<file path="src/rtl/core/acpe_pkg.sv">
// Shared types and constants of the air-conditioner remote frame encoder.
package acpe_pkg;

	localparam int FRAME_LEN    = 9;
	localparam int SYMBOL_COUNT = 148;
	localparam int POS_W        = 8;
	localparam int DUR_W        = 16;
	localparam int CFG_IDX_W    = 3;

	// commands
	localparam logic CMD_START = 1'b0;
	localparam logic CMD_NEXT  = 1'b1;

	// register indexes
	localparam logic [CFG_IDX_W-1:0] REG_HEADER_MARK  = 3'd0;
	localparam logic [CFG_IDX_W-1:0] REG_HEADER_SPACE = 3'd1;
	localparam logic [CFG_IDX_W-1:0] REG_BIT_MARK     = 3'd2;
	localparam logic [CFG_IDX_W-1:0] REG_ONE_SPACE    = 3'd3;
	localparam logic [CFG_IDX_W-1:0] REG_ZERO_SPACE   = 3'd4;
	localparam logic [CFG_IDX_W-1:0] REG_GAP          = 3'd5;

	// register reset values
	localparam logic [DUR_W-1:0] RST_HEADER_MARK  = 16'd4400;
	localparam logic [DUR_W-1:0] RST_HEADER_SPACE = 16'd4300;
	localparam logic [DUR_W-1:0] RST_BIT_MARK     = 16'd580;
	localparam logic [DUR_W-1:0] RST_ONE_SPACE    = 16'd1600;
	localparam logic [DUR_W-1:0] RST_ZERO_SPACE   = 16'd490;
	localparam logic [DUR_W-1:0] RST_GAP          = 16'd7400;

	// fixed frame bytes
	localparam logic [7:0] FB0 = 8'hF2;
	localparam logic [7:0] FB1 = 8'h0D;
	localparam logic [7:0] FB2 = 8'h03;
	localparam logic [7:0] FB3 = 8'hFC;
	localparam logic [7:0] FB4 = 8'h01;
	localparam logic [7:0] FB7 = 8'h00;

	localparam logic [7:0] TEMP_MIN  = 8'd17;
	localparam logic [7:0] TEMP_MAX  = 8'd30;
	localparam logic [2:0] MODE_MAX  = 3'd4;
	localparam logic [2:0] MODE_AUTO = 3'd0;
	localparam logic [2:0] MODE_OFF  = 3'd7;
	localparam logic [2:0] SWING_ON_CODE  = 3'd1;
	localparam logic [2:0] SWING_OFF_CODE = 3'd2;

	typedef struct packed {
		logic [DUR_W-1:0] header_mark;
		logic [DUR_W-1:0] header_space;
		logic [DUR_W-1:0] bit_mark;
		logic [DUR_W-1:0] one_space;
		logic [DUR_W-1:0] zero_space;
		logic [DUR_W-1:0] gap;
	} timing_t;

	typedef struct packed {
		logic [7:0] b5;
		logic [7:0] b6;
		logic [7:0] cks;
	} frame_var_t;

	typedef struct packed {
		logic [DUR_W-1:0] duration;
		logic             is_mark;
		logic             last;
		logic             active;
	} result_t;

endpackage

</file>
<file path="src/rtl/core/acpe_frame.sv">
// Builds the variable frame bytes and the checksum from the settings.
module acpe_frame (
	input  logic [7:0]              temperature_c,
	input  logic [2:0]              ac_mode,
	input  logic [1:0]              fan_speed,
	input  logic                    swing_on,
	input  logic                    power_on,
	output acpe_pkg::frame_var_t    frame
);

	logic [7:0] temp_clamped;
	logic [7:0] temp_ofs;
	logic [2:0] mode_code;
	logic [2:0] swing_code;

	always_comb begin
		if (temperature_c < acpe_pkg::TEMP_MIN) begin
			temp_clamped = acpe_pkg::TEMP_MIN;
		end else if (temperature_c > acpe_pkg::TEMP_MAX) begin
			temp_clamped = acpe_pkg::TEMP_MAX;
		end else begin
			temp_clamped = temperature_c;
		end
		temp_ofs = temp_clamped - acpe_pkg::TEMP_MIN;

		if (!power_on) begin
			mode_code = acpe_pkg::MODE_OFF;
		end else if (ac_mode > acpe_pkg::MODE_MAX) begin
			mode_code = acpe_pkg::MODE_AUTO;
		end else begin
			mode_code = ac_mode;
		end

		swing_code = swing_on ? acpe_pkg::SWING_ON_CODE : acpe_pkg::SWING_OFF_CODE;

		frame.b5  = {temp_ofs[3:0], 1'b0, swing_code};
		// fan code is twice the speed, placed in bits 7..5
		frame.b6  = {fan_speed, 1'b0, 2'b00, mode_code};
		frame.cks = acpe_pkg::FB0 ^ acpe_pkg::FB1 ^ acpe_pkg::FB2 ^ acpe_pkg::FB3
		          ^ acpe_pkg::FB4 ^ frame.b5 ^ frame.b6 ^ acpe_pkg::FB7;
	end

endmodule

</file>
<file path="src/rtl/core/acpe_seq.sv">
// Symbol sequencer: frame store, position counter and duration select.
module acpe_seq (
	input  logic                  clk,
	input  logic                  arst_n,
	input  logic                  accept,
	input  logic                  command,
	input  acpe_pkg::frame_var_t  frame_in,
	input  acpe_pkg::timing_t     timing,
	output acpe_pkg::result_t     result
);

	localparam logic [acpe_pkg::POS_W-1:0] LAST_POS =
		acpe_pkg::POS_W'(acpe_pkg::SYMBOL_COUNT - 1);
	localparam logic [acpe_pkg::POS_W-1:0] FOOTER_POS =
		acpe_pkg::POS_W'(acpe_pkg::SYMBOL_COUNT - 2);
	localparam logic [acpe_pkg::POS_W-1:0] HDR_SPACE_POS = 8'd1;
	localparam logic [acpe_pkg::POS_W-1:0] FIRST_BIT_POS = 8'd2;

	logic [acpe_pkg::POS_W-1:0] pos_q;
	logic                       sending_q;
	acpe_pkg::frame_var_t       frame_q;

	logic [acpe_pkg::POS_W-1:0] p;
	logic [acpe_pkg::POS_W-1:0] q;
	logic [7:0]                 cur_byte;
	logic                       bit_val;
	logic                       start;
	logic                       emit;

	assign start = (command == acpe_pkg::CMD_START);
	assign emit  = start || sending_q;
	// a start always emits the header mark, which needs no frame byte
	assign p     = start ? '0 : pos_q;
	assign q     = p - FIRST_BIT_POS;

	always_comb begin
		case (q[7:4])
			4'd0:    cur_byte = acpe_pkg::FB0;
			4'd1:    cur_byte = acpe_pkg::FB1;
			4'd2:    cur_byte = acpe_pkg::FB2;
			4'd3:    cur_byte = acpe_pkg::FB3;
			4'd4:    cur_byte = acpe_pkg::FB4;
			4'd5:    cur_byte = frame_q.b5;
			4'd6:    cur_byte = frame_q.b6;
			4'd7:    cur_byte = acpe_pkg::FB7;
			default: cur_byte = frame_q.cks;
		endcase
		// MSB first: bit 7 - q[3:1]
		bit_val = cur_byte[~q[3:1]];
	end

	always_comb begin
		result = '0;
		if (emit) begin
			result.active = 1'b1;
			if (p == '0) begin
				result.duration = timing.header_mark;
				result.is_mark  = 1'b1;
			end else if (p == HDR_SPACE_POS) begin
				result.duration = timing.header_space;
			end else if (p < FOOTER_POS) begin
				if (!q[0]) begin
					result.duration = timing.bit_mark;
					result.is_mark  = 1'b1;
				end else begin
					result.duration = bit_val ? timing.one_space : timing.zero_space;
				end
			end else if (p == FOOTER_POS) begin
				result.duration = timing.bit_mark;
				result.is_mark  = 1'b1;
			end else begin
				result.duration = timing.gap;
				result.last     = 1'b1;
			end
		end
	end

	always_ff @(posedge clk or negedge arst_n) begin
		if (!arst_n) begin
			pos_q     <= '0;
			sending_q <= 1'b0;
		end else if (accept && emit) begin
			if (p >= LAST_POS) begin
				pos_q     <= '0;
				sending_q <= 1'b0;
			end else begin
				pos_q     <= p + 8'd1;
				sending_q <= 1'b1;
			end
		end
	end

	always_ff @(posedge clk) begin
		if (accept && start) begin
			frame_q <= frame_in;
		end
	end

endmodule

</file>
<file path="src/rtl/core/ac_ir_frame_pulse_encoder_unit.sv">
// Top level of the air-conditioner remote frame encoder.
//
// Request channel (req_valid / req_stall) carries a command with settings.
// A start command (command 0) latches the settings into a nine-byte frame and
// returns the header mark; each next command (command 1) returns the
// following duration, 148 in a frame, the final gap flagged with last.
// A next command with no frame running returns an inactive item.
// Response channel (rsp_valid / rsp_stall) carries one item per request.
// Latency: the response is valid the cycle after the request is accepted.
// Throughput: one item per cycle unless the receiver stalls; the sequencer and duration select finish
// in the cycle of acceptance and the response register holds the result.
// req_stall rises only while a response is waiting and the receiver stalls;
// a request is still taken in the cycle the waiting response leaves.
// Timing registers are written through cfg_we / cfg_index / cfg_data,
// indexes above 5 are ignored.
// Reset clears the position counter, the running flag and the response
// valid, and loads the timing registers with their default durations.
module ac_ir_frame_pulse_encoder_unit (
	input  logic                                clk,
	input  logic                                arst_n,
	input  logic                                cfg_we,
	input  logic [acpe_pkg::CFG_IDX_W-1:0]      cfg_index,
	input  logic [acpe_pkg::DUR_W-1:0]          cfg_data,
	input  logic                                req_valid,
	output logic                                req_stall,
	input  logic                                command,
	input  logic [7:0]                          temperature_c,
	input  logic [2:0]                          ac_mode,
	input  logic [1:0]                          fan_speed,
	input  logic                                swing_on,
	input  logic                                power_on,
	output logic                                rsp_valid,
	input  logic                                rsp_stall,
	output logic [acpe_pkg::DUR_W-1:0]          duration_us,
	output logic                                is_mark,
	output logic                                last,
	output logic                                active
);

	acpe_pkg::timing_t    timing_q;
	acpe_pkg::frame_var_t frame;
	acpe_pkg::result_t    result;
	acpe_pkg::result_t    rsp_q;
	logic                 rsp_valid_q;
	logic                 accept;

	assign req_stall = rsp_valid_q && rsp_stall;
	assign accept    = req_valid && !req_stall;

	always_ff @(posedge clk or negedge arst_n) begin
		if (!arst_n) begin
			timing_q.header_mark  <= acpe_pkg::RST_HEADER_MARK;
			timing_q.header_space <= acpe_pkg::RST_HEADER_SPACE;
			timing_q.bit_mark     <= acpe_pkg::RST_BIT_MARK;
			timing_q.one_space    <= acpe_pkg::RST_ONE_SPACE;
			timing_q.zero_space   <= acpe_pkg::RST_ZERO_SPACE;
			timing_q.gap          <= acpe_pkg::RST_GAP;
		end else if (cfg_we) begin
			case (cfg_index)
				acpe_pkg::REG_HEADER_MARK:  timing_q.header_mark  <= cfg_data;
				acpe_pkg::REG_HEADER_SPACE: timing_q.header_space <= cfg_data;
				acpe_pkg::REG_BIT_MARK:     timing_q.bit_mark     <= cfg_data;
				acpe_pkg::REG_ONE_SPACE:    timing_q.one_space    <= cfg_data;
				acpe_pkg::REG_ZERO_SPACE:   timing_q.zero_space   <= cfg_data;
				acpe_pkg::REG_GAP:          timing_q.gap          <= cfg_data;
				default: ;
			endcase
		end
	end

	acpe_frame u_frame (
		.temperature_c (temperature_c),
		.ac_mode       (ac_mode),
		.fan_speed     (fan_speed),
		.swing_on      (swing_on),
		.power_on      (power_on),
		.frame         (frame)
	);

	acpe_seq u_seq (
		.clk      (clk),
		.arst_n   (arst_n),
		.accept   (accept),
		.command  (command),
		.frame_in (frame),
		.timing   (timing_q),
		.result   (result)
	);

	always_ff @(posedge clk or negedge arst_n) begin
		if (!arst_n) begin
			rsp_valid_q <= 1'b0;
		end else if (accept) begin
			rsp_valid_q <= 1'b1;
		end else if (!rsp_stall) begin
			rsp_valid_q <= 1'b0;
		end
	end

	always_ff @(posedge clk) begin
		if (accept) begin
			rsp_q <= result;
		end
	end

	assign rsp_valid   = rsp_valid_q;
	assign duration_us = rsp_q.duration;
	assign is_mark     = rsp_q.is_mark;
	assign last        = rsp_q.last;
	assign active      = rsp_q.active;

endmodule

</file>
<file path="config.mk">
export PLATFORM = sky130hd
export DESIGN_NAME = ac_ir_frame_pulse_encoder_unit
export DESIGN_NICKNAME = d
export VERILOG_FILES = /design/src/rtl/core/acpe_pkg.sv /design/src/rtl/core/acpe_frame.sv /design/src/rtl/core/acpe_seq.sv /design/src/rtl/core/ac_ir_frame_pulse_encoder_unit.sv
export SDC_FILE = /design/constraint.sdc
export NUM_CORES = 1
export LEC_CHECK = 0
export BUFFER_PORTS_ARGS = -buffer_cell sky130_fd_sc_hd__buf_4
export CORE_MARGIN = 4
export CORE_UTILIZATION = 54
export DETAILED_ROUTE_END_ITERATION = 12
export HOLD_SLACK_MARGIN = 0.05
export PLACE_DENSITY = 0.79
export SLEW_MARGIN = 10
export SYNTH_ARGS = -nofsm -noshare
export SYNTH_HDL_FRONTEND = slang
export SYNTH_SLANG_ARGS = --single-unit
</file>
<file path="constraint.sdc">
create_clock -name clk -period 2.85 [get_ports clk]
set_input_delay 0.4275 -clock clk [delete_from_list [all_inputs] [get_ports clk]]
set_output_delay 0.4275 -clock clk [all_outputs]
set_load 0.01 [all_outputs]
</file>
# Yosys cells after proc, flatten, opt, wreduce, memory -nomap -nowiden
# Index checks and enable logic that the tools add are counted.
[op_classes]
addsub = 3
n_lt_le_gt_ge = 6
eq_ne = 15
n_mux = 25
bitwise = 5
reduce_logical = 16
[op_table]
columns = ["op", "n"]
rows = [
  ["two-way mux 16 bit", 4],
  ["case mux 8 bit (8 select lines)", 1],
  ["two-way mux 17 bit", 2],
  ["equality test 4 x 3 -> 1 bit (second input constant)", 4],
  ["two-way mux 8 bit", 2],
  ["AND reduction 2 bit", 6],
  ["two-way mux 1 bit", 9],
  ["adder 8 x 1 -> 8 bit (second input constant)", 1],
  ["equality test 4 x 2 -> 1 bit (second input constant)", 2],
  ["equality test 8 x 1 -> 1 bit (second input constant)", 1],
  ["equality test 8 bit (second input constant)", 1],
  [">= comparator 8 bit (second input constant)", 1],
  ["> comparator 8 x 5 -> 1 bit (second input constant)", 1],
  ["logical NOT 8 bit", 1],
  ["less-than comparator 8 x 5 -> 1 bit (second input constant)", 1],
  ["less-than comparator 8 bit (second input constant)", 1],
  ["two-way mux 4 bit", 2],
  ["subtractor 8 x 2 -> 8 bit (second input constant)", 1],
  ["bitwise XOR 8 bit", 1],
  ["equality test 3 x 2 -> 1 bit (second input constant)", 2],
  ["equality test 3 bit (second input constant)", 2],
  ["two-way mux 3 bit", 2],
  ["equality test 4 x 1 -> 1 bit (second input constant)", 1],
  ["logical AND 1 bit", 4],
  ["14 further kinds", 17],
]
[word_totals]
register_bits = 145
input_bits = 40
out_inout_bits = 21
word_cells = 86

# Logic depth before layout (Yosys ltp)
# Gate-level depths: netlist (run 1).
[depth]
ltp_word = 11
depth_mapped = 12
ltp_nobuf = 10

# Cells and area by module
# From an unflattened synthesis (run 1), not the netlist that was laid out.
[hier_totals]
hier_cells = 622
area_unflattened_um2 = 7687.4
[by_module_without_submodules]
columns = ["mod", "n_inst", "cells_per_inst", "area_per_inst_um2", "seq_area_each_um2"]
rows = [
  ["ac_ir_frame_pulse_encoder_unit", 1, 231, 4365.4, 3032.9],
  ["acpe_seq", 1, 354, 3064.2, 945.9],
  ["acpe_frame", 1, 37, 257.7, 0.0],
]

# Least setup slack after synthesis (run 1)
# Ideal clock, no wire load.
[synth_path]
path_type = "input to register"
from = "input command"
to = "register rsp_q (netlist bit duration_us[10]), data pin"
setup_time_ns = 0.262
t_arrival_ns = 2.605
required_time_ns = 2.588
path_slack_ns = -0.017
path_stages = 10
n_path_buf = 3
cell_sequence = "buf_2 clkbuf_1 and2_1 ha_1 or4_1 a31oi_1 o31ai_4 nand2_4 buf_6 o211ai_2"
[synth_via]
elab_chain_len = 11
elab_cells_between_ends = 26
cone_classes = "add/sub: 1; order compare: 1; eq/ne: 9; mux: 10; bitwise: 2; reduce/logical: 3"
[synth_lines]
columns = ["element", "line_no", "source"]
rows = [
  ["start: declaration", "ac_ir_frame_pulse_encoder_unit.sv:26", "input logic command,"],
  ["two-way mux 8 bit", "acpe_seq.sv:33", "assign p = start ? '0 : pos_q;"],
  ["subtractor 8 x 2 -> 8 bit", "acpe_seq.sv:34", "assign q = p - FIRST_BIT_POS;"],
  ["equality test 4 x 3 -> 1 bit (tied with other cells)", "acpe_seq.sv:37", "case (q[7:4])"],
  ["case mux 8 bit (8 select lines)", "acpe_seq.sv:37", ""],
  ["binary-select mux 1 bit (select 3 bit)", "acpe_seq.sv:49", "bit_val = cur_byte[~q[3:1]];"],
  ["two-way mux 1 bit (not written as such)", "acpe_seq.sv:49", ""],
  ["two-way mux 16 bit", "acpe_seq.sv:66", "result.duration = bit_val ? timing.one_space : timing.zero_space;"],
  ["two-way mux 16 bit", "acpe_seq.sv:62", "if (!q[0]) begin"],
  ["two-way mux 17 bit", "acpe_seq.sv:61", "end else if (p < FOOTER_POS) begin"],
  ["two-way mux 16 bit", "acpe_seq.sv:59", "end else if (p == HDR_SPACE_POS) begin"],
  ["two-way mux 17 bit", "acpe_seq.sv:56", "if (p == '0) begin"],
  ["end signal: assignment", "ac_ir_frame_pulse_encoder_unit.sv:102", "rsp_q <= result;"],
  ["end: declaration", "ac_ir_frame_pulse_encoder_unit.sv:43", "acpe_pkg::result_t rsp_q;"],
]
# Several ways; a longest one is shown, not always the timed one. The select of a mux whose other input is x is not followed.
# A chain may end at the register's enable or synchronous reset.

# Worst setup path after layout (run 1)
[layout_path]
from = "register u_seq.pos_q[1] in the netlist's numbering"
to = "register rsp_q (netlist bit duration_us[5]), data pin"
[layout_via]
elab_chain_len = 11
elab_cells_between_ends = 24
cone_classes = "add/sub: 1; order compare: 1; eq/ne: 9; mux: 10; bitwise: 1; reduce/logical: 2"
[layout_lines]
columns = ["element", "line_no", "source"]
rows = [
  ["start: declaration", "acpe_seq.sv:19", "logic [acpe_pkg::POS_W-1:0] pos_q;"],
  ["start signal: assignment", "acpe_seq.sv:87", "pos_q <= p + 8'd1;"],
  ["two-way mux 8 bit (*)", "acpe_seq.sv:33", ""],
  ["subtractor 8 x 2 -> 8 bit", "acpe_seq.sv:34", ""],
  ["equality test 4 x 3 -> 1 bit (tied with other cells)", "acpe_seq.sv:37", ""],
  ["case mux 8 bit (8 select lines)", "acpe_seq.sv:37", ""],
  ["binary-select mux 1 bit (select 3 bit)", "acpe_seq.sv:49", ""],
  ["two-way mux 1 bit (not written as such)", "acpe_seq.sv:49", ""],
  ["two-way mux 16 bit", "acpe_seq.sv:66", ""],
  ["two-way mux 16 bit", "acpe_seq.sv:62", ""],
  ["two-way mux 17 bit", "acpe_seq.sv:61", ""],
  ["two-way mux 16 bit", "acpe_seq.sv:59", ""],
  ["two-way mux 17 bit (*)", "acpe_seq.sv:56", ""],
]
# Mark *: on every way between the ends. The rest lies on a longest branch, timed or not. The select of a mux whose other input is x is not followed.

==> metrics.cfg, run 1 <==
[status]
outcome=complete, no violations

[cts]
cts_max_path_buffers=2
cts_root_buf=clkbuf_16
hold_buffers=0
cts_made_buffers=17
cts_tree=built
clkLatencyLatePin_ns=0.42
cts_max_level=4
cts.sinks=140
path_clk_slew_ns=0.06

[floorplanning]
die_y_um=124
rows=42
io-pin-count=61
die_w_um=124
dieArea_sq_um=15400
initial_core_util_pct=55.1
coreArea_sq_um=13200

[finish]
nNetsFinal=747
area_delta_synth_final_pct=20.7
fill_cells=955
postLayoutCoreUtil_pct=66.6
diodes=0
drive_above_1_share_pct=39.8

[global_routing]
grt_max_degree=54
overflow=0
grt_pass1_vias=5845
antenna_found_initial=0
grt_pass1_wl_um=30000
grt_usage_pct=25.6

[worst_setup_path]
critPathMaxStageDelay_ns=0.52
path_cells=buf_4 > or3_1 > o21ai_1 > o21ai_1 > and3_1 > o31ai_4 > buf_12 > nand2_4 > buf_12 > o211ai_1
crit_family=simple AND/OR/NAND/NOR gates
critPathLaunchType=flop
regToRegEndpoint=duration_us[5]$_SDFFCE_PP0P_
critPathSlowestCell=or3_1
cp_max_fo=17
worstPathRequired_ns=3.10
cp_num_buf_inv=3
end_kind=flop
timing_worst_setup_path_type=reg2reg
reg2reg_depth=10
startpoint=u_seq.pos_q[1]$_DFFE_PN0P_
worstReg2RegStart=u_seq.pos_q[1]$_DFFE_PN0P_
rrSetupSlack_ns=0.11
arrival_ns=2.99

[timing]
setup_ws_ns=0.113
min_period_over_period_pct=96.0
hold_viol=0
period_needed_ns=2.74
slew_headroom_pct=56.3
fin_skew_ns=0.00525
fin_setup_tns_ns=0
worst_pin_slew_ns=0.656
fmaxAchievable_ghz=0.365
setup_violations=0
slew_viol_final=0
whs_ns=0.0371

[detailed_routing]
route.met3.wl_um=1470
dr_wl_met2_um=9480
ant_nets=0
first_pass_iters=7
drc_errors=0
top_layer=met4
drt_iter0_markers=683
wl_um=18800
wl_met1_um=7450
routedWlPerCell_um=21.1
vias=5692
via_per_inst=6.40

[logic_synthesis]
synth_async_sr_flop_share_pct=75.7
synth.avg_cell_area_sq_um=11.7
ys_seq_area_share_pct=51.0
synth_edf_count=34
synthFlopType=dfrtp_1
ys_ff_latch=140
yosysWarnings=0
synthDistinctLibCells=59
netlist_area_sq_um=7270
syn_inst=620
syn_nets=666

[worst_hold_path]
hp-class=in2async

[placement]
place_hpwl_um=12200
preCtsSetupSlack_ns=-0.111
io_buffers=60
gp_congestion=0.969

[run]
maxCapViolCount=0

[power_and_ir_drop]
power.density_nw_per_um2=767
p_leak_nw=3.58
peakVddDrop_mv=0.478

-- layout make-up --
| class | instances | area [sq um] | share of cell area (%) |
|---|---|---|---|
| inverter | 12 | 45.0 | 0.513 |
| tap | 176 | 220 | 2.51 |
| sequential | 140 | 3710 | 42.2 |
| multi-input combinational | 423 | 3340 | 38.0 |
| timing repair buffer | 107 | 866 | 9.86 |
| clock buffer | 21 | 460 | 5.24 |
| clock inverter | 11 | 143 | 1.62 |
-- power breakdown --
part | total (W) | internal [W] | switching [W]
Clock | 0.00224 | 0.00142 | 0.000825
Combinational | 0.00172 | 0.000822 | 0.000902
Sequential | 0.00277 | 0.00252 | 0.000253
Total | 0.00674 | 0.00476 | 0.00198
-- worst max-delay path by stage --
stage | endpoint | slack [ns] | cells past startpoint
final | duration_us[5]$_SDFFCE_PP0P_ | 0.11 | 10
after global placement | duration_us[10]$_SDFFCE_PP0P_ | -0.009 | 10
after global routing | duration_us[5]$_SDFFCE_PP0P_ | -0.01 | 10
after floorplan | duration_us[10]$_SDFFCE_PP0P_ | 0.07 | 10
after CTS | duration_us[5]$_SDFFCE_PP0P_ | 0.09 | 9
after detailed placement | duration_us[9]$_SDFFCE_PP0P_ | -0.11 | 10
-- timing repair --
action / in CTS / in global routing
pin swaps: 2 / 2
endpoints found under the hold margin: 0 / 0
setup endpoints to repair: 9 / 13
resized for setup: 0 / 0
buffers inserted: 3 / 2
cloned: 0 / 0
-- worst register-to-register path: stages (launching register included) --
cell and delay (ns):
dfrtp_1 0.45, buf_4 0.18, or3_1 0.52, o21ai_1 0.17
o21ai_1 0.09, and3_1 0.20, o31ai_4 0.29, buf_12 0.21
nand2_4 0.10, buf_12 0.16, o211ai_1 0.19
-- synth_stat cells (3+ instances only) --
cell / n / share of area (%)
buf_4: 3 / 0.31
and3_1: 9 / 0.77
or3_1: 3 / 0.26
nor2_1: 12 / 0.62
buf_2: 17 / 1.2
mux2_2: 96 / 15
nor2b_1: 19 / 1.6
and2_1: 3 / 0.26
xnor2_1: 5 / 0.60
a211o_1: 17 / 2.0
o211ai_2: 10 / 1.7
ha_1: 6 / 1.0
nand2_1: 46 / 2.4
a21oi_1: 24 / 1.7
clkbuf_1: 23 / 1.2
nand3_1: 5 / 0.34
a22o_1: 3 / 0.36
dfstp_2: 28 / 10
o21ai_0: 34 / 2.3
nand2b_1: 6 / 0.52
nor3_1: 7 / 0.48
a31oi_1: 6 / 0.52
inv_1: 12 / 0.62
dfrtp_1: 78 / 27
a221oi_1: 16 / 1.9
a21o_1: 18 / 1.9
o211ai_1: 38 / 3.9
edfxtp_1: 34 / 14
-- metal layers --
layer | global-route usage [%] | vias to the layer above
met3 | 6.49 | 47
met4 | 9.10 | 0
li1 | - | 2505
met5 | 0 | -
met1 | 32.1 | 2836
met2 | 43.2 | 304
-- cells by family (layout without fill, tap and decap cells) --
family | after synthesis | count (layout) | share of synthesized area, %
AO/OA/AOI/OAI | 186 | 186 | 19.2
flip-flops | 140 | 140 | 51.0
AND/OR/NAND/NOR | 126 | 126 | 9.15
multiplexers | 98 | 98 | 15.3
buffers and inverters | 57 | 151 | 3.49
XOR/XNOR | 7 | 7 | 0.843
adder cells (fa/ha/maj) | 6 | 6 | 1.03
-- flip-flops by register name, summed over array words and instances, names as in the netlist --
signal / flops
active: 1
duration_us: 16
is_mark: 1
last: 1
rsp_valid: 1
timing_q: 96
u_seq.frame_q: 15
u_seq.pos_q: 8
u_seq.sending_q: 1
-- metrics by stage --
step	total power [W]	instances	area, sq um
after global routing	0.00703	890	8780
after global placement	0.00430	853	8110
after detailed placement	0.00440	853	8110
after floorplan	0.00381	620	7270
after CTS	0.00667	888	8740
final	0.00674	890	8780
-- cell usage in the layout, fill, tap and decap left out, types with 6 or more instances in the layout --
master / instances
a211o_1: 17
and3_1: 9
o211ai_1: 38
nor2b_1: 18
a31oi_1: 6
nand2_1: 46
nand2b_1: 6
nor2_1: 12
a21o_1: 18
mux2_2: 96
edfxtp_1: 34
dfrtp_1: 78
buf_4: 102
clkbuf_16: 17
ha_1: 6
a21oi_1: 24
o211ai_2: 10
a221oi_1: 16
dfstp_2: 28
inv_1: 12
o21ai_0: 34
Note: power is estimated with default switching activity, not from simulation.
==> run 2, diff against run 1 <==
--- a/config.mk
+++ b/config.mk
@@ -6,11 +6,13 @@
 export NUM_CORES = 1
 export LEC_CHECK = 0
 export BUFFER_PORTS_ARGS = -buffer_cell sky130_fd_sc_hd__buf_4
+export CORE_ASPECT_RATIO = 1.1
 export CORE_MARGIN = 4
-export CORE_UTILIZATION = 54
+export CORE_UTILIZATION = 56
+export CTS_BUF_LIST = sky130_fd_sc_hd__clkbuf_2
 export DETAILED_ROUTE_END_ITERATION = 12
 export HOLD_SLACK_MARGIN = 0.05
-export PLACE_DENSITY = 0.79
+export PLACE_DENSITY = 0.81
 export SLEW_MARGIN = 10
 export SYNTH_ARGS = -nofsm -noshare
 export SYNTH_HDL_FRONTEND = slang
==> metrics.cfg, run 2 (same netlist as run 1, synthesis figures left out) <==
[detailed_routing]
routedWlPerCell_um=21.3  ; was 21.1 um
via_per_inst=6.51  ; was 6.40
drc_errors=0  ; unchanged
vias=5861  ; was 5692
ant_nets=0  ; unchanged
first_pass_iters=5  ; was 7
drt_iter0_markers=491  ; was 683
wl_um=19200  ; was 18800 um

[global_routing]
grt_usage_pct=26.7  ; was 25.6%
grt_pass1_vias=6045  ; was 5845
antenna_found_initial=0  ; unchanged
grt_pass1_wl_um=30500  ; was 30000 um
overflow=0  ; unchanged
grt_max_degree=52  ; was 54

[timing]
slew_headroom_pct=34.0  ; was 56.3%
period_needed_ns=2.77  ; was 2.74 ns
rsz0062_at_grt=no
min_period_over_period_pct=97.1  ; was 96.0%
slew_viol_final=0  ; unchanged
setup_violations=0  ; unchanged
worst_pin_slew_ns=0.984  ; was 0.656 ns
fin_skew_ns=0.0493  ; was 0.00525 ns
hold_viol=0  ; unchanged
fmaxAchievable_ghz=0.361  ; was 0.365 GHz

[floorplanning]
initial_core_util_pct=57.5  ; was 55.1%
rows=43  ; was 42
dieArea_sq_um=14900  ; was 15400 sq um
die_y_um=128  ; was 124 um
die_w_um=117  ; was 124 um
coreArea_sq_um=12600  ; was 13200 sq um
io-pin-count=61  ; unchanged

[finish]
nNetsFinal=776  ; was 747
largest_register_ffs=96  ; unchanged
area_delta_synth_final_pct=18.8  ; was 20.7%
drive_above_1_share_pct=38.4  ; was 39.8%
layout_commonest_cell=buf_4  ; unchanged
layout_common_cells=buf_4 (106), mux2_2 (96), dfrtp_1 (77), nand2_1 (46), o211ai_1 (38)  ; was buf_4 (102), mux2_2 (96), dfrtp_1 (78), nand2_1 (46), o211ai_1 (38)
diodes=0  ; unchanged
regMostFlops=timing_q  ; unchanged
fin_area_sq_um=8640  ; was 8780 sq um

[cts]
cts_root_buf=clkbuf_2  ; was clkbuf_16
clkLatencyLatePin_ns=0.75  ; was 0.42 ns
cts_made_buffers=17  ; unchanged
cts_tree=built  ; unchanged
cts_max_path_buffers=2  ; unchanged
path_clk_slew_ns=0.23  ; was 0.06 ns
cts_max_level=4  ; unchanged
cts.sinks=140  ; unchanged

[worst_setup_path]
timing_worst_setup_path_type=reg2reg  ; unchanged
end_kind=flop  ; unchanged
critPathLaunchType=flop  ; unchanged
arrival_ns=3.24  ; was 2.99 ns
cp_max_fo=11  ; was 17
reg2reg_depth=7  ; was 10
worstPathRequired_ns=3.32  ; was 3.10 ns

[power_and_ir_drop]
p_leak_nw=3.56  ; was 3.58 nW
peakVddDrop_mv=0.378  ; was 0.478 mV
power.density_nw_per_um2=643  ; was 767 nW/um^2
finalPower_w=0.00556  ; was 0.00674 W

[placement]
gp_congestion=0.887  ; was 0.969
io_buffers=60  ; unchanged
place_hpwl_um=12400  ; was 12200 um
dpl-instance-area_sq_um=8100  ; was 8110 sq um

[status]
outcome=complete, no violations  ; unchanged

[worst_hold_path]
hp-class=in2reg  ; was in2async
min_path_cells=3

[run]
maxCapViolCount=0  ; unchanged

-- run 2: worst paths after layout --
kind                                                   from                            to  slack (ns)
max in group asynchronous                            arst_n      timing_q[85]$_DFFE_PN1P_        1.85
worst min-delay path                       temperature_c[1]   u_seq.frame_q[23]$_DFFE_PP_        0.14
worst max register to register   u_seq.pos_q[3]$_DFFE_PN0P_  duration_us[6]$_SDFFCE_PP0P_        0.08
worst max-delay path             u_seq.pos_q[3]$_DFFE_PN0P_  duration_us[6]$_SDFFCE_PP0P_        0.08
worst min register to register  u_seq.sending_q$_DFFE_PN0P_   u_seq.sending_q$_DFFE_PN0P_        0.53
min in group asynchronous                            arst_n    u_seq.pos_q[6]$_DFFE_PN0P_        0.21
-- run 2: where the power goes --
part,switching (W),internal [W],leakage (nW)
combinational,0.000879,0.000776,1.85
clock,0.000725,0.000401,0.145
sequential,0.000263,0.00251,1.56
-- run 2: critical path: stages (launching register included) --
cell and delay (ns):
dfrtp_1 0.68, o21ai_0 0.18, a211oi_1 0.82, nor4_4 0.22, buf_4 0.27, o211ai_1 0.11
a21o_1 0.12, o211ai_2 0.08
-- run 2: what timing repair did --
| action | CTS | global route |
|---|---|---|
| endpoints found under the setup margin | 5 | 16 |
| gates cloned | 1 | 0 |
| hold buffers | 28 | 0 |
| setup buffers | 1 | 0 |
| endpoints found under the hold margin | 146 | 0 |
| resized for setup | 0 | 3 |
| pin swaps | 2 | 1 |
-- run 2: layout make-up --
class / count / area, sq um
Fill cell: 921 / 4010
Clock inverter: 13 / 124
Tap cell: 157 / 196
Sequential cell: 140 / 3710
Clock buffer: 19 / 95.1
Timing Repair Buffer: 135 / 1100
Multi-Input combinational cell: 424 / 3370
Inverter: 12 / 45.0
-- run 2: per-stage QoR --
step	cells	utilization [%]	setup slack [ns]	hold slack (ns)	setup TNS, ns
2_1_floorplan	620	-	0.0672	0.132	0
3_3_place_gp	838	64.0	0.0727	0.488	0
3_5_place_dp	838	64.0	-0.0389	0.487	-0.179
4_1_cts	900	68.1	0.0207	0.0984	0
5_1_grt	900	68.3	0.0115	0.0892	0
6_report	900	68.3	0.0835	0.139	0
-- run 2: metal layers --
metal / vias to the layer above / GRT usage (%) / share of wire, %
met3: 51 / 5.78 / 7.6
met5: - / 0 / 0
li1: 2567 / - / -
met2: 302 / 45.0 / 51
met1: 2941 / 33.0 / 39
met4: 0 / 11.5 / 2.5
==> run 3, diff against run 2 <==
--- a/config.mk
+++ b/config.mk
@@ -6,7 +6,7 @@
 export NUM_CORES = 1
 export LEC_CHECK = 0
 export BUFFER_PORTS_ARGS = -buffer_cell sky130_fd_sc_hd__buf_4
-export CORE_ASPECT_RATIO = 1.1
+export CORE_ASPECT_RATIO = 1.5
 export CORE_MARGIN = 4
 export CORE_UTILIZATION = 56
 export CTS_BUF_LIST = sky130_fd_sc_hd__clkbuf_2
==> metrics.cfg, run 3 (same netlist as run 1, synthesis figures left out) <==
[status]
outcome=complete, no violations  ; unchanged

[timing]
worst_pin_slew_ns=0.869  ; was 0.984 ns
min_period_over_period_pct=97.7  ; was 97.1%
fmaxAchievable_ghz=0.359  ; was 0.361 GHz
fin_setup_tns_ns=0  ; unchanged
setup_violations=0  ; unchanged
slew_headroom_pct=42.1  ; was 34.0%
fin_skew_ns=0.0307  ; was 0.0493 ns
period_needed_ns=2.78  ; was 2.77 ns
slew_viol_final=0  ; unchanged
hold_viol=0  ; unchanged
rsz0062_at_grt=no  ; unchanged

[power_and_ir_drop]
power_frac_comb_pct=30.2  ; was 29.8%
seq_power_share_pct=51.1  ; was 49.9%
power.density_nw_per_um2=635  ; was 643 nW/um^2
finalPower_w=0.00541  ; was 0.00556 W
switchingPower_w=0.00182  ; was 0.00187 W
peakVddDrop_mv=0.349  ; was 0.378 mV
p_int_w=0.00358  ; was 0.00369 W
sw_frac_of_total_pct=33.7  ; was 33.6%
p_leak_nw=3.47  ; was 3.56 nW
power_frac_clock_pct=18.7  ; was 20.3%

[detailed_routing]
wl_um=18900  ; was 19200 um
drt_iter0_markers=396  ; was 491
vias=5684  ; was 5861
via_per_inst=6.40  ; was 6.51
routedWlPerCell_um=21.3  ; about the same
ant_nets=0  ; unchanged
drc_errors=0  ; unchanged
first_pass_iters=5  ; unchanged

[finish]
final_cell_count_no_fill=888  ; was 900
multi_input_area_sq_um=3330  ; was 3370 sq um
postLayoutCoreUtil_pct=67.7  ; was 68.3%
regMostFlops=timing_q  ; unchanged
layout_commonest_cell=mux2_2  ; was buf_4
fill_cells=940  ; was 921
layout_common_cells=mux2_2 (96), buf_4 (95), dfrtp_1 (77), nand2_1 (46), o211ai_1 (38)  ; was buf_4 (106), mux2_2 (96), dfrtp_1 (77), nand2_1 (46), o211ai_1 (38)
drive_above_1_share_pct=37.6  ; was 38.4%
diodes=0  ; unchanged
nNetsFinal=765  ; was 776
largest_register_ffs=96  ; unchanged
area_delta_synth_final_pct=17.1  ; was 18.8%
regArea_sq_um=3710  ; unchanged

[worst_setup_path]
cp_max_fo=16  ; was 11
timing_worst_setup_path_type=reg2reg  ; unchanged
critPathLaunchType=flop  ; unchanged
arrival_ns=3.31  ; was 3.24 ns
end_kind=flop  ; unchanged
rrSetupSlack_ns=0.07  ; was 0.08 ns
worstPathRequired_ns=3.38  ; was 3.32 ns

[cts]
path_clk_slew_ns=0.20  ; was 0.23 ns
cts_max_path_buffers=2  ; unchanged
cts_max_level=4  ; unchanged
cts_made_buffers=17  ; unchanged
clkLatencyLatePin_ns=0.70  ; was 0.75 ns
cts_root_buf=clkbuf_2  ; unchanged
cts.sinks=140  ; unchanged
cts_tree=built  ; unchanged

[global_routing]
met2_usage_pct=46.5  ; was 45.0%
grt.busiest_layer=met2  ; unchanged
grt_use_met3_pct=5.15  ; was 5.78%
grt_pass1_wl_um=29900  ; was 30500 um
grt_usage_pct=25.6  ; was 26.7%
grt_use_met1_pct=28.1  ; was 33.0%
antenna_found_initial=0  ; unchanged
overflow=0  ; unchanged
grt_max_degree=59  ; was 52
grt_pass1_vias=6078  ; was 6045

[worst_hold_path]
hp-class=in2reg  ; unchanged

[floorplanning]
die_y_um=148  ; was 128 um
die_w_um=101  ; was 117 um
rows=50  ; was 43
coreArea_sq_um=12600  ; about the same
io-pin-count=61  ; unchanged
dieArea_sq_um=14900  ; about the same
initial_core_util_pct=57.8  ; was 57.5%

[placement]
gp_congestion=0.901  ; was 0.887
dp_cells=828  ; was 838
io_buffers=60  ; unchanged
place_hpwl_um=12300  ; was 12400 um

[run]
maxCapViolCount=0  ; unchanged

==> run 3: changes by cell type in the layout (fill, tap and decap cells not counted), sizes merged <==
cell,before,now
buf,107,97
inv,14,12
clkinvlp,0,4
bufinv,2,1
clkinv,9,8
nor4,4,3
==> run 3: path summary, 6_finish.rpt <==
path,from,to,cells after the start
hold / removal,temperature_c[1],u_seq.frame_q[20]$_DFFE_PP_,5
setup reg to reg,u_seq.pos_q[5]$_DFFE_PN0P_,duration_us[0]$_SDFFCE_PP0P_,6
min in group asynchronous,arst_n,timing_q[51]$_DFFE_PN0P_,2
setup / recovery,u_seq.pos_q[5]$_DFFE_PN0P_,duration_us[0]$_SDFFCE_PP0P_,6
max in group asynchronous,arst_n,timing_q[5]$_DFFE_PN1P_,3
hold reg to reg,u_seq.sending_q$_DFFE_PN0P_,u_seq.sending_q$_DFFE_PN0P_,1
==> run 3: power groups by stage <==
stage	Sequential [W]	Clock, W	Combinational [W]
6_report	0.00276	0.00101	0.00163
5_1_grt	0.00280	0.00112	0.00176
4_1_cts	0.00275	0.00104	0.00162
3_5_place_dp	0.00279	0	0.00158
3_3_place_gp	0.00276	0	0.00152
2_1_floorplan	0.00272	0	0.00109
==> run 3: layout make-up <==
cell class,count,share of cell area [%]
Tap cell,156,2.29
Inverter,12,0.529
Sequential cell,140,43.6
Clock inverter,13,1.20
Timing Repair Buffer,125,12.1
Clock buffer,19,1.12
Multi-Input combinational cell,423,39.2
==> run 3: stage by stage <==
step / cell area (sq um) / hold slack (ns) / setup WS (ns)
after floorplan: 7270 / 0.132 / 0.0672
after global placement: 8040 / 0.465 / 0.200
after detailed placement: 8040 / 0.479 / 0.156
after CTS: 8500 / 0.0533 / 0.122
after global routing: 8520 / 0.107 / 0.0169
final: 8520 / 0.173 / 0.0665
==> run 3: per-layer routing <==
| layer | part of all wire, % | routed length [um] |
|---|---|---|
| met4 | 3.7 | 692 |
| met5 | 0 | 0 |
| met3 | 6.6 | 1240 |
| met1 | 36 | 6770 |
| met2 | 54 | 10200 |
==> run 3: worst max-delay path: stages, from the launching register on <==
cell and delay [ns]:
dfrtp_1 0.50, or3_1 0.51, o41ai_4 0.31, and2_1 0.76, a221oi_1 0.12, a211o_1 0.33
o211ai_1 0.09
==> run 3: timing repair <==
action	4_1_cts	5_1_grt
setup buffers	0	0
endpoints found under the hold margin	144	1
resized for setup	0	1
endpoints found under the setup margin	0	15
hold buffers	27	1
